==> src/hw/rtl/llad_pkg.sv <==
// constants and tables for the logistic loss and derivatives pipeline
// used by llad_div and logistic_loss_and_derivatives_core; no dependencies
package llad_pkg;

    // port widths
    localparam int MARGIN_W = 24;
    localparam int LOSS_W   = 24;
    localparam int SLOPE_W  = 17;
    localparam int CURV_W   = 15;

    // internal widths of exp(-|z|) and the divider
    localparam int E_W       = 33;
    localparam int DEN_W     = 34;
    localparam int DIV_STEPS = 32;

    localparam logic [32:0] ONE33    = 33'h1_0000_0000;
    localparam logic [31:0] LN2_Q32  = 32'd2977044472;
    // floor(2^42 / ln2_q32), estimate of k = a / ln2 from a[36:24]
    localparam logic [10:0] K_RECIP  = 11'd1477;
    localparam logic [63:0] EXP_CUT  = 64'd98784247808;

    localparam logic [LOSS_W-1:0]  LOSS_MAX      = 24'hFFFFFF;
    localparam logic [32:0]        SLOPE_MAG_MAX = 33'd65536;
    localparam logic [62:0]        CURV_MAX      = 63'd16384;

    // exp(-r) horner steps, divisor n from 12 down to 1
    localparam int HORN_STEPS = 12;
    localparam logic [3:0] HORN_DIV [HORN_STEPS] = '{
        4'd12, 4'd11, 4'd10, 4'd9, 4'd8, 4'd7, 4'd6, 4'd5, 4'd4, 4'd3, 4'd2, 4'd1
    };
    // floor(2^32 / n) for the same order
    localparam logic [32:0] HORN_RECIP [HORN_STEPS] = '{
        33'd357913941, 33'd390451572, 33'd429496729, 33'd477218588,
        33'd536870912, 33'd613566756, 33'd715827882, 33'd858993459,
        33'd1073741824, 33'd1431655765, 33'd2147483648, 33'd4294967296
    };

    // atanh series steps, floor(2^32 / (2n+1)) for n from 11 down to 0
    localparam int SER_STEPS = 12;
    localparam logic [33:0] SER_INIT = 34'd171798691;
    localparam logic [33:0] SER_CONST [SER_STEPS] = '{
        34'd186737708, 34'd204522252, 34'd226050910, 34'd252645135,
        34'd286331153, 34'd330382099, 34'd390451572, 34'd477218588,
        34'd613566756, 34'd858993459, 34'd1431655765, 34'd4294967296
    };

endpackage

==> src/hw/rtl/llad_div.sv <==
// pipelined restoring divider, one quotient bit per stage
// computes floor(num * 2^DIV_STEPS / den) for num < den; uses llad_pkg
module llad_div
    import llad_pkg::*;
(
    input  logic                 i_clk,
    input  logic                 i_en,
    input  logic [E_W-1:0]       i_num,
    input  logic [DEN_W-1:0]     i_den,
    output logic [DIV_STEPS-1:0] o_quo
);

    logic [DEN_W-1:0]     r_rem [DIV_STEPS];
    logic [DEN_W-1:0]     r_den [DIV_STEPS];
    logic [DIV_STEPS-1:0] r_quo [DIV_STEPS];

    logic [DEN_W-1:0]     w_rem_in [DIV_STEPS];
    logic [DEN_W-1:0]     w_den_in [DIV_STEPS];
    logic [DIV_STEPS-1:0] w_quo_in [DIV_STEPS];
    logic [DEN_W:0]       w_sh     [DIV_STEPS];
    logic [DEN_W:0]       w_dif    [DIV_STEPS];
    logic                 w_ge     [DIV_STEPS];

    // stage inputs: first from the ports, the rest from the previous stage
    always_comb begin
        w_rem_in[0] = DEN_W'(i_num);
        w_den_in[0] = i_den;
        w_quo_in[0] = '0;
        for (int i = 1; i < DIV_STEPS; i++) begin
            w_rem_in[i] = r_rem[i-1];
            w_den_in[i] = r_den[i-1];
            w_quo_in[i] = r_quo[i-1];
        end
    end

    // shift, compare and subtract per stage
    always_comb begin
        for (int i = 0; i < DIV_STEPS; i++) begin
            w_sh[i]  = {w_rem_in[i], 1'b0};
            w_ge[i]  = (w_sh[i] >= {1'b0, w_den_in[i]});
            w_dif[i] = w_sh[i] - {1'b0, w_den_in[i]};
        end
    end

    always_ff @(posedge i_clk) begin
        if (i_en) begin
            for (int i = 0; i < DIV_STEPS; i++) begin
                r_rem[i] <= w_ge[i] ? w_dif[i][DEN_W-1:0] : w_sh[i][DEN_W-1:0];
                r_den[i] <= w_den_in[i];
                r_quo[i] <= {w_quo_in[i][DIV_STEPS-2:0], w_ge[i]};
            end
        end
    end

    assign o_quo = r_quo[DIV_STEPS-1];

endmodule

==> config.mk <==
export PLATFORM = sky130hd
export DESIGN_NAME = llad_div
export DESIGN_NICKNAME = d
export VERILOG_FILES = /design/src/hw/rtl/llad_pkg.sv /design/src/hw/rtl/llad_div.sv
export SDC_FILE = /design/constraint.sdc
export NUM_CORES = 2
export LEC_CHECK = 0
export BUFFER_PORTS_ARGS = -buffer_cell sky130_fd_sc_hd__buf_2
export CAP_MARGIN = 15
export CORE_MARGIN = 2
export CORE_UTILIZATION = 30
export DETAILED_ROUTE_END_ITERATION = 16
export PLACE_DENSITY = 0.55
export SLEW_MARGIN = 20
export SYNTH_ARGS = -nofsm -noshare
export SYNTH_HDL_FRONTEND = slang
export SYNTH_SLANG_ARGS = --single-unit
==> constraint.sdc <==
create_clock -name i_clk -period 3.4 [get_ports i_clk]
set_input_delay 0.17 -clock i_clk [delete_from_list [all_inputs] [get_ports i_clk]]
set_output_delay 0.17 -clock i_clk [all_outputs]
set_load 0.005 [all_outputs]
Word level (Yosys, flattened, before mapping)
Memories as Yosys holds them, arrays and structs flattened.
Cells that the tools add are included.
- register bits after elaboration: 0
- RAM bits: 3200
- input bits: 69
- output and inout port bits: 32
- logic and storage cells: 101
- memories kept: 3
- memory list (memory ; words ; bits a word ; read ports ; clocked after memory_dff ; write ports ; line ; text):
    r_den ; 32 ; 34 ; 31 ; 0 ; 32 ; llad_div.sv:14 ; logic [DEN_W-1:0] r_den [DIV_STEPS];
    r_rem ; 32 ; 34 ; 31 ; 0 ; 32 ; llad_div.sv:13 ; logic [DEN_W-1:0] r_rem [DIV_STEPS];
    r_quo ; 32 ; 32 ; 32 ; 0 ; 32 ; llad_div.sv:15 ; logic [DIV_STEPS-1:0] r_quo [DIV_STEPS];
- add/subtract/negate cells: 32
- order comparisons: 32
- mux-type cells: 34
- operator list (operator ; count):
    $mux 34 ; 32
    $sub 34x34->34 ; 32
    $ge 35x34->1 ; 31
    $ge 34x34->1 ; 1
    $mux 1 ; 2

Depth between registers and ports, before layout
An unclocked memory read counts as a cell.
- word-level depth: 3
- gate-level depth with buffers: 16
- gate-level depth less buffers: 14

Worst setup path before layout
Ideal clock, no wire load.
- kind: flip-flop to flip-flop
- start: memory r_rem[22][15] (netlist: r_rem[1][219])
- end: memory r_rem[23][14] (netlist: r_rem[1][252]) (data pin)
- setup time: 0.262 ns
- arrival time: 3.236 ns
- data required time: 3.138 ns
- setup slack: -0.098 ns
- stages on the path, launching flop included: 13
- path buffers: 1
- clock period less this slack: 3.498 ns
- path through: edfxtp_1 ha_1 a21o_1 a21o_1 a21o_1 a221o_1 or3_1 a31o_2 a31o_2 nand2b_4 a211oi_4 buf_4 mux2_1
- RTL lines (what ; line):
    from (decl) ; llad_div.sv:13

==> results.txt <==
The number of port buffers came out at 100. STA classifies the critical path endpoint as a register. The worst hold path belongs to the class primary input to register.

The number of maximum-capacitance constraint violations came out at 0. The number of top-level pins came out at 101. The yosys synthesis warning count is 0. The number of vias per cell after detailed routing came out at 4.79. Clock tree synthesis selected as its root buffer the cell sky130_fd_sc_hd__clkbuf_16.

The width of the die is 706 µm. In the final routed layout, each cell accounts on average for 17.9 µm. Setup violations remaining at the end of the flow were counted as 163.

The y dimension of the die is 706 µm. The layout overhead on the synthesized area is 31.4%. The worst clock skew on the final layout came out at 0.0820 ns. Among all flip-flop cells after synthesis, the most frequent one is sky130_fd_sc_hd__edfxtp_1. The share of synthesized area in the top cell type comes to 0.536. The internal cell power is 122000 µW. The cell type of the slowest stage on the worst timing path is sky130_fd_sc_hd__edfxtp_1. Sorting the synthesized cells by how often they occur yields sky130_fd_sc_hd__edfxtp_1, sky130_fd_sc_hd__inv_1, sky130_fd_sc_hd__a21oi_1, sky130_fd_sc_hd__ha_1, sky130_fd_sc_hd__nand2_1. The part of the total power dissipated in combinational logic came out at 0.544. The post-synthesis instance total is 13200. Detailed routing inserted a total of 108000 vias. The number of global-route vias before repair is 107000. By area the synthesized netlist is led by sky130_fd_sc_hd__edfxtp_1, sky130_fd_sc_hd__ha_1, sky130_fd_sc_hd__a21oi_1, sky130_fd_sc_hd__inv_1, sky130_fd_sc_hd__a21o_1. The post-synthesis average cell area came out at 11.2 µm².

The total clock buffers created by CTS came out at 315. Setup slack on the critical path of the routed design comes to -0.250 ns. The critical path contains buffers and inverters numbering 2 combined. The minimum clock period came out at 3.65 ns.

Of the total power, the clock network draws 0.173. The start-to-end type of the worst setup path is register to register. On the worst path, the slowest cell contributes a delay of 0.43 ns. Of the total power, the share spent switching nets is 0.376. The maximum ir drop on the vdd rail came out at 0.553 mV. The part of the power in registers is 0.283.

After routing the design area is 194000 µm². The clock latency at the later pin of the worst-skew pair is 0.95 ns. The highest achievable clock rate is 0.274 GHz.

The register clock-pin slew on the reported worst setup and hold paths is 0.05 ns. TritonCTS built the clock tree. Among cell families on the critical path, the largest total delay comes from compound AO/OA/AOI/OAI gates. The starting density of the core is 0.301. Summing all multi-input logic gate instances after layout gives 68800 µm². The first global-routing pass estimated 608000 µm of wire. The pin count of the biggest net entering global routing came out at 107.

The most common cell in the synthesized netlist is sky130_fd_sc_hd__edfxtp_1. The net count of the mapped netlist came out at 14400. The total power divided by cell area came out at 1010 nW/µm². sky130_fd_sc_hd__edfxtp_1 takes more of the synthesized area than any other cell. The category of the worst setup path launch point is a register.

The maximum clock path buffer count is 4. The netlist area before placement is 148000 µm². Setup repair after global routing could not meet its margin everywhere. The highest net fanout along the worst path came out at 7. The share of post-route cells with drive strength above 1 came out at 0.274. The post-synthesis register bit count is 2636. Routability-driven placement finished with a final weighted congestion of 0.888. The checks that failed: setup timing. The number of levels the H-tree was split into is 5.

Traced cell by cell, the critical path runs through ha_4 -> a21o_1 -> a21o_1 -> a21oi_4 -> o311ai_4 -> o211ai_1 -> o21ai_1 -> a31oi_1 -> o21ai_1 -> a221o_1 -> a21oi_4 -> buf_6 -> buf_16 -> mux2_4. The post-place instance area came out at 170000 µm². The count of unresolved DRC violations after routing came out at 0. In the final layout, flip-flops and latches occupy 79200 µm². The iteration count of the initial detailed-routing pass came out at 6. The period utilization is 1.07. The net switching power figure came out at 73500 µW.

The area enclosed by the die boundary came out at 498000 µm². The critical path data required time is 4.04 ns. The filler cell count in the final layout is 47100. The slew at the pin with the worst max-slew slack came out at 0.850 ns.

The number of distinct library cells after synthesis is 96. The total global routing track utilization is 0.153. The count of flip-flops with a built-in enable after synthesis came out at 2636. The site row count is 257. The max-slew violation count is 0.

The worst pin sits at a relative slew slack of 0.428. The fraction of the yosys area taken by sequential cells is 0.536. The count of final hold-check violations is 0. The proportion of synthesized flip-flops having asynchronous set or reset came out at 0. In this run the standard cell core region covers 490000 µm². The total congestion overflow is 0. Final hold analysis gives a worst-case slack of 0.0918 ns. The number of DRC markers after the initial detailed-route iteration is 6339.

The count of nets after finishing came out at 16900. The flow ran to the end, but the final reports show violations. The HPWL reported at the end of detailed placement came out at 291000 µm. The antenna violation net count after detailed routing is 0. The leakage component of the power is 0.0815 µW. The initial antenna violation count is 1. The clock sink count came out at 2636. The final wirelength came out at 402000 µm. The arrival time of data at the critical path endpoint is 4.29 ns.
## flip-flops by register name (all words and copies together) (netlist names)
| name | cells |
|---|---|
| r_den | 1054 |
| r_rem | 1054 |
| r_quo | 528 |
## power groups by stage
stage          registers (µW)  clock network, µW  logic [µW]
6_report                55200              33800      106000
5_1_grt                 55900              36000      116000
4_1_cts                 55100              34900       95800
3_5_place_dp            55600                  0       85500
3_3_place_gp            55700                  0       85000
2_1_floorplan           51800                  0       56600
## metrics by stage
| stage | utilization | cells | total power, µW | setup TNS [ns] | worst slack, ns |
|---|---|---|---|---|---|
| 2_1_floorplan | - | 13200 | 108000 | -0.477 | -0.0242 |
| 3_3_place_gp | 0.347 | 21300 | 141000 | -133.58 | -0.455 |
| 3_5_place_dp | 0.347 | 21300 | 141000 | -161.93 | -0.466 |
| 4_1_cts | 0.382 | 22200 | 186000 | -30.67 | -0.249 |
| 5_1_grt | 0.396 | 22500 | 208000 | -56.95 | -0.356 |
| 6_report | 0.396 | 22500 | 195000 | -15.58 | -0.250 |
## metal layers
metal	part of all wire	track usage
met5	0	0
met4	0.039	0.0526
met3	0.030	0.0171
met2	0.52	0.284
met1	0.41	0.181
## cells by family (layout without fill, tap and decap cells)
family / after synthesis / after routing / synth area share
flip-flops: 2636 / 2636 / 0.536
adder cells (fa/ha/maj): 1118 / 1118 / 0.0963
XOR/XNOR: 898 / 898 / 0.0532
AO/OA/AOI/OAI: 3578 / 3578 / 0.151
buffers and inverters: 1742 / 4528 / 0.0461
AND/OR/NAND/NOR: 2880 / 2880 / 0.0920
other: 0 / 3 / 0
multiplexers: 340 / 340 / 0.0258
## worst register-to-register path, stage by stage (launching register included)
cell	delay [ns]
sky130_fd_sc_hd__edfxtp_1	0.43
sky130_fd_sc_hd__ha_4	0.28
sky130_fd_sc_hd__a21o_1	0.18
sky130_fd_sc_hd__a21o_1	0.20
sky130_fd_sc_hd__a21oi_4	0.22
sky130_fd_sc_hd__o311ai_4	0.10
sky130_fd_sc_hd__o211ai_1	0.30
sky130_fd_sc_hd__o21ai_1	0.14
sky130_fd_sc_hd__a31oi_1	0.26
sky130_fd_sc_hd__o21ai_1	0.11
sky130_fd_sc_hd__a221o_1	0.35
sky130_fd_sc_hd__a21oi_4	0.21
sky130_fd_sc_hd__buf_6	0.16
sky130_fd_sc_hd__buf_16	0.15
sky130_fd_sc_hd__mux2_4	0.30
## area by class of cell
type,count,area share
Clock buffer,369,0.0421
Clock inverter,201,0.0103
Tap cell,6475,0.0417
Sequential cell,2636,0.408
Antenna cell,3,0.0000387
Multi-Input combinational cell,8814,0.354
Inverter,1387,0.0270
Timing Repair Buffer,2571,0.117
## cells in the final DEF, fill, tap and decap left out, types with 380 or more instances in the layout
cell	instances
sky130_fd_sc_hd__ha_1	1019
sky130_fd_sc_hd__xnor2_1	511
sky130_fd_sc_hd__xor2_1	380
sky130_fd_sc_hd__nor2_1	627
sky130_fd_sc_hd__o21ai_0	593
sky130_fd_sc_hd__buf_4	2005
sky130_fd_sc_hd__edfxtp_1	2636
sky130_fd_sc_hd__nand2_1	877
sky130_fd_sc_hd__a21o_1	635
sky130_fd_sc_hd__a21oi_1	921
sky130_fd_sc_hd__inv_1	1337
## path summary, 6_finish.rpt
| kind | from | to | slack, ns | cells after the start |
|---|---|---|---|---|
| max reg2reg | r_rem[0][381] | r_rem[0][432] | -0.25 | 14 |
| min reg2reg | r_quo[1][267] | r_quo[1][300] | 0.35 | 0 |
| min | i_num[28] | r_rem[0][29] | 0.09 | 4 |
| max | r_rem[0][381] | r_rem[0][432] | -0.25 | 14 |
## repair_timing
| action | in CTS | in global routing |
|---|---|---|
| buffers inserted | 206 | 279 |
| hold buffers | 116 | 0 |
| pin swaps | 287 | 624 |
| setup endpoints to repair | 927 | 933 |
| gates cloned | 55 | 29 |
| resized for setup | 832 | 1251 |
| hold endpoints to repair | 319 | 0 |
(Power assumes the default switching activity.)
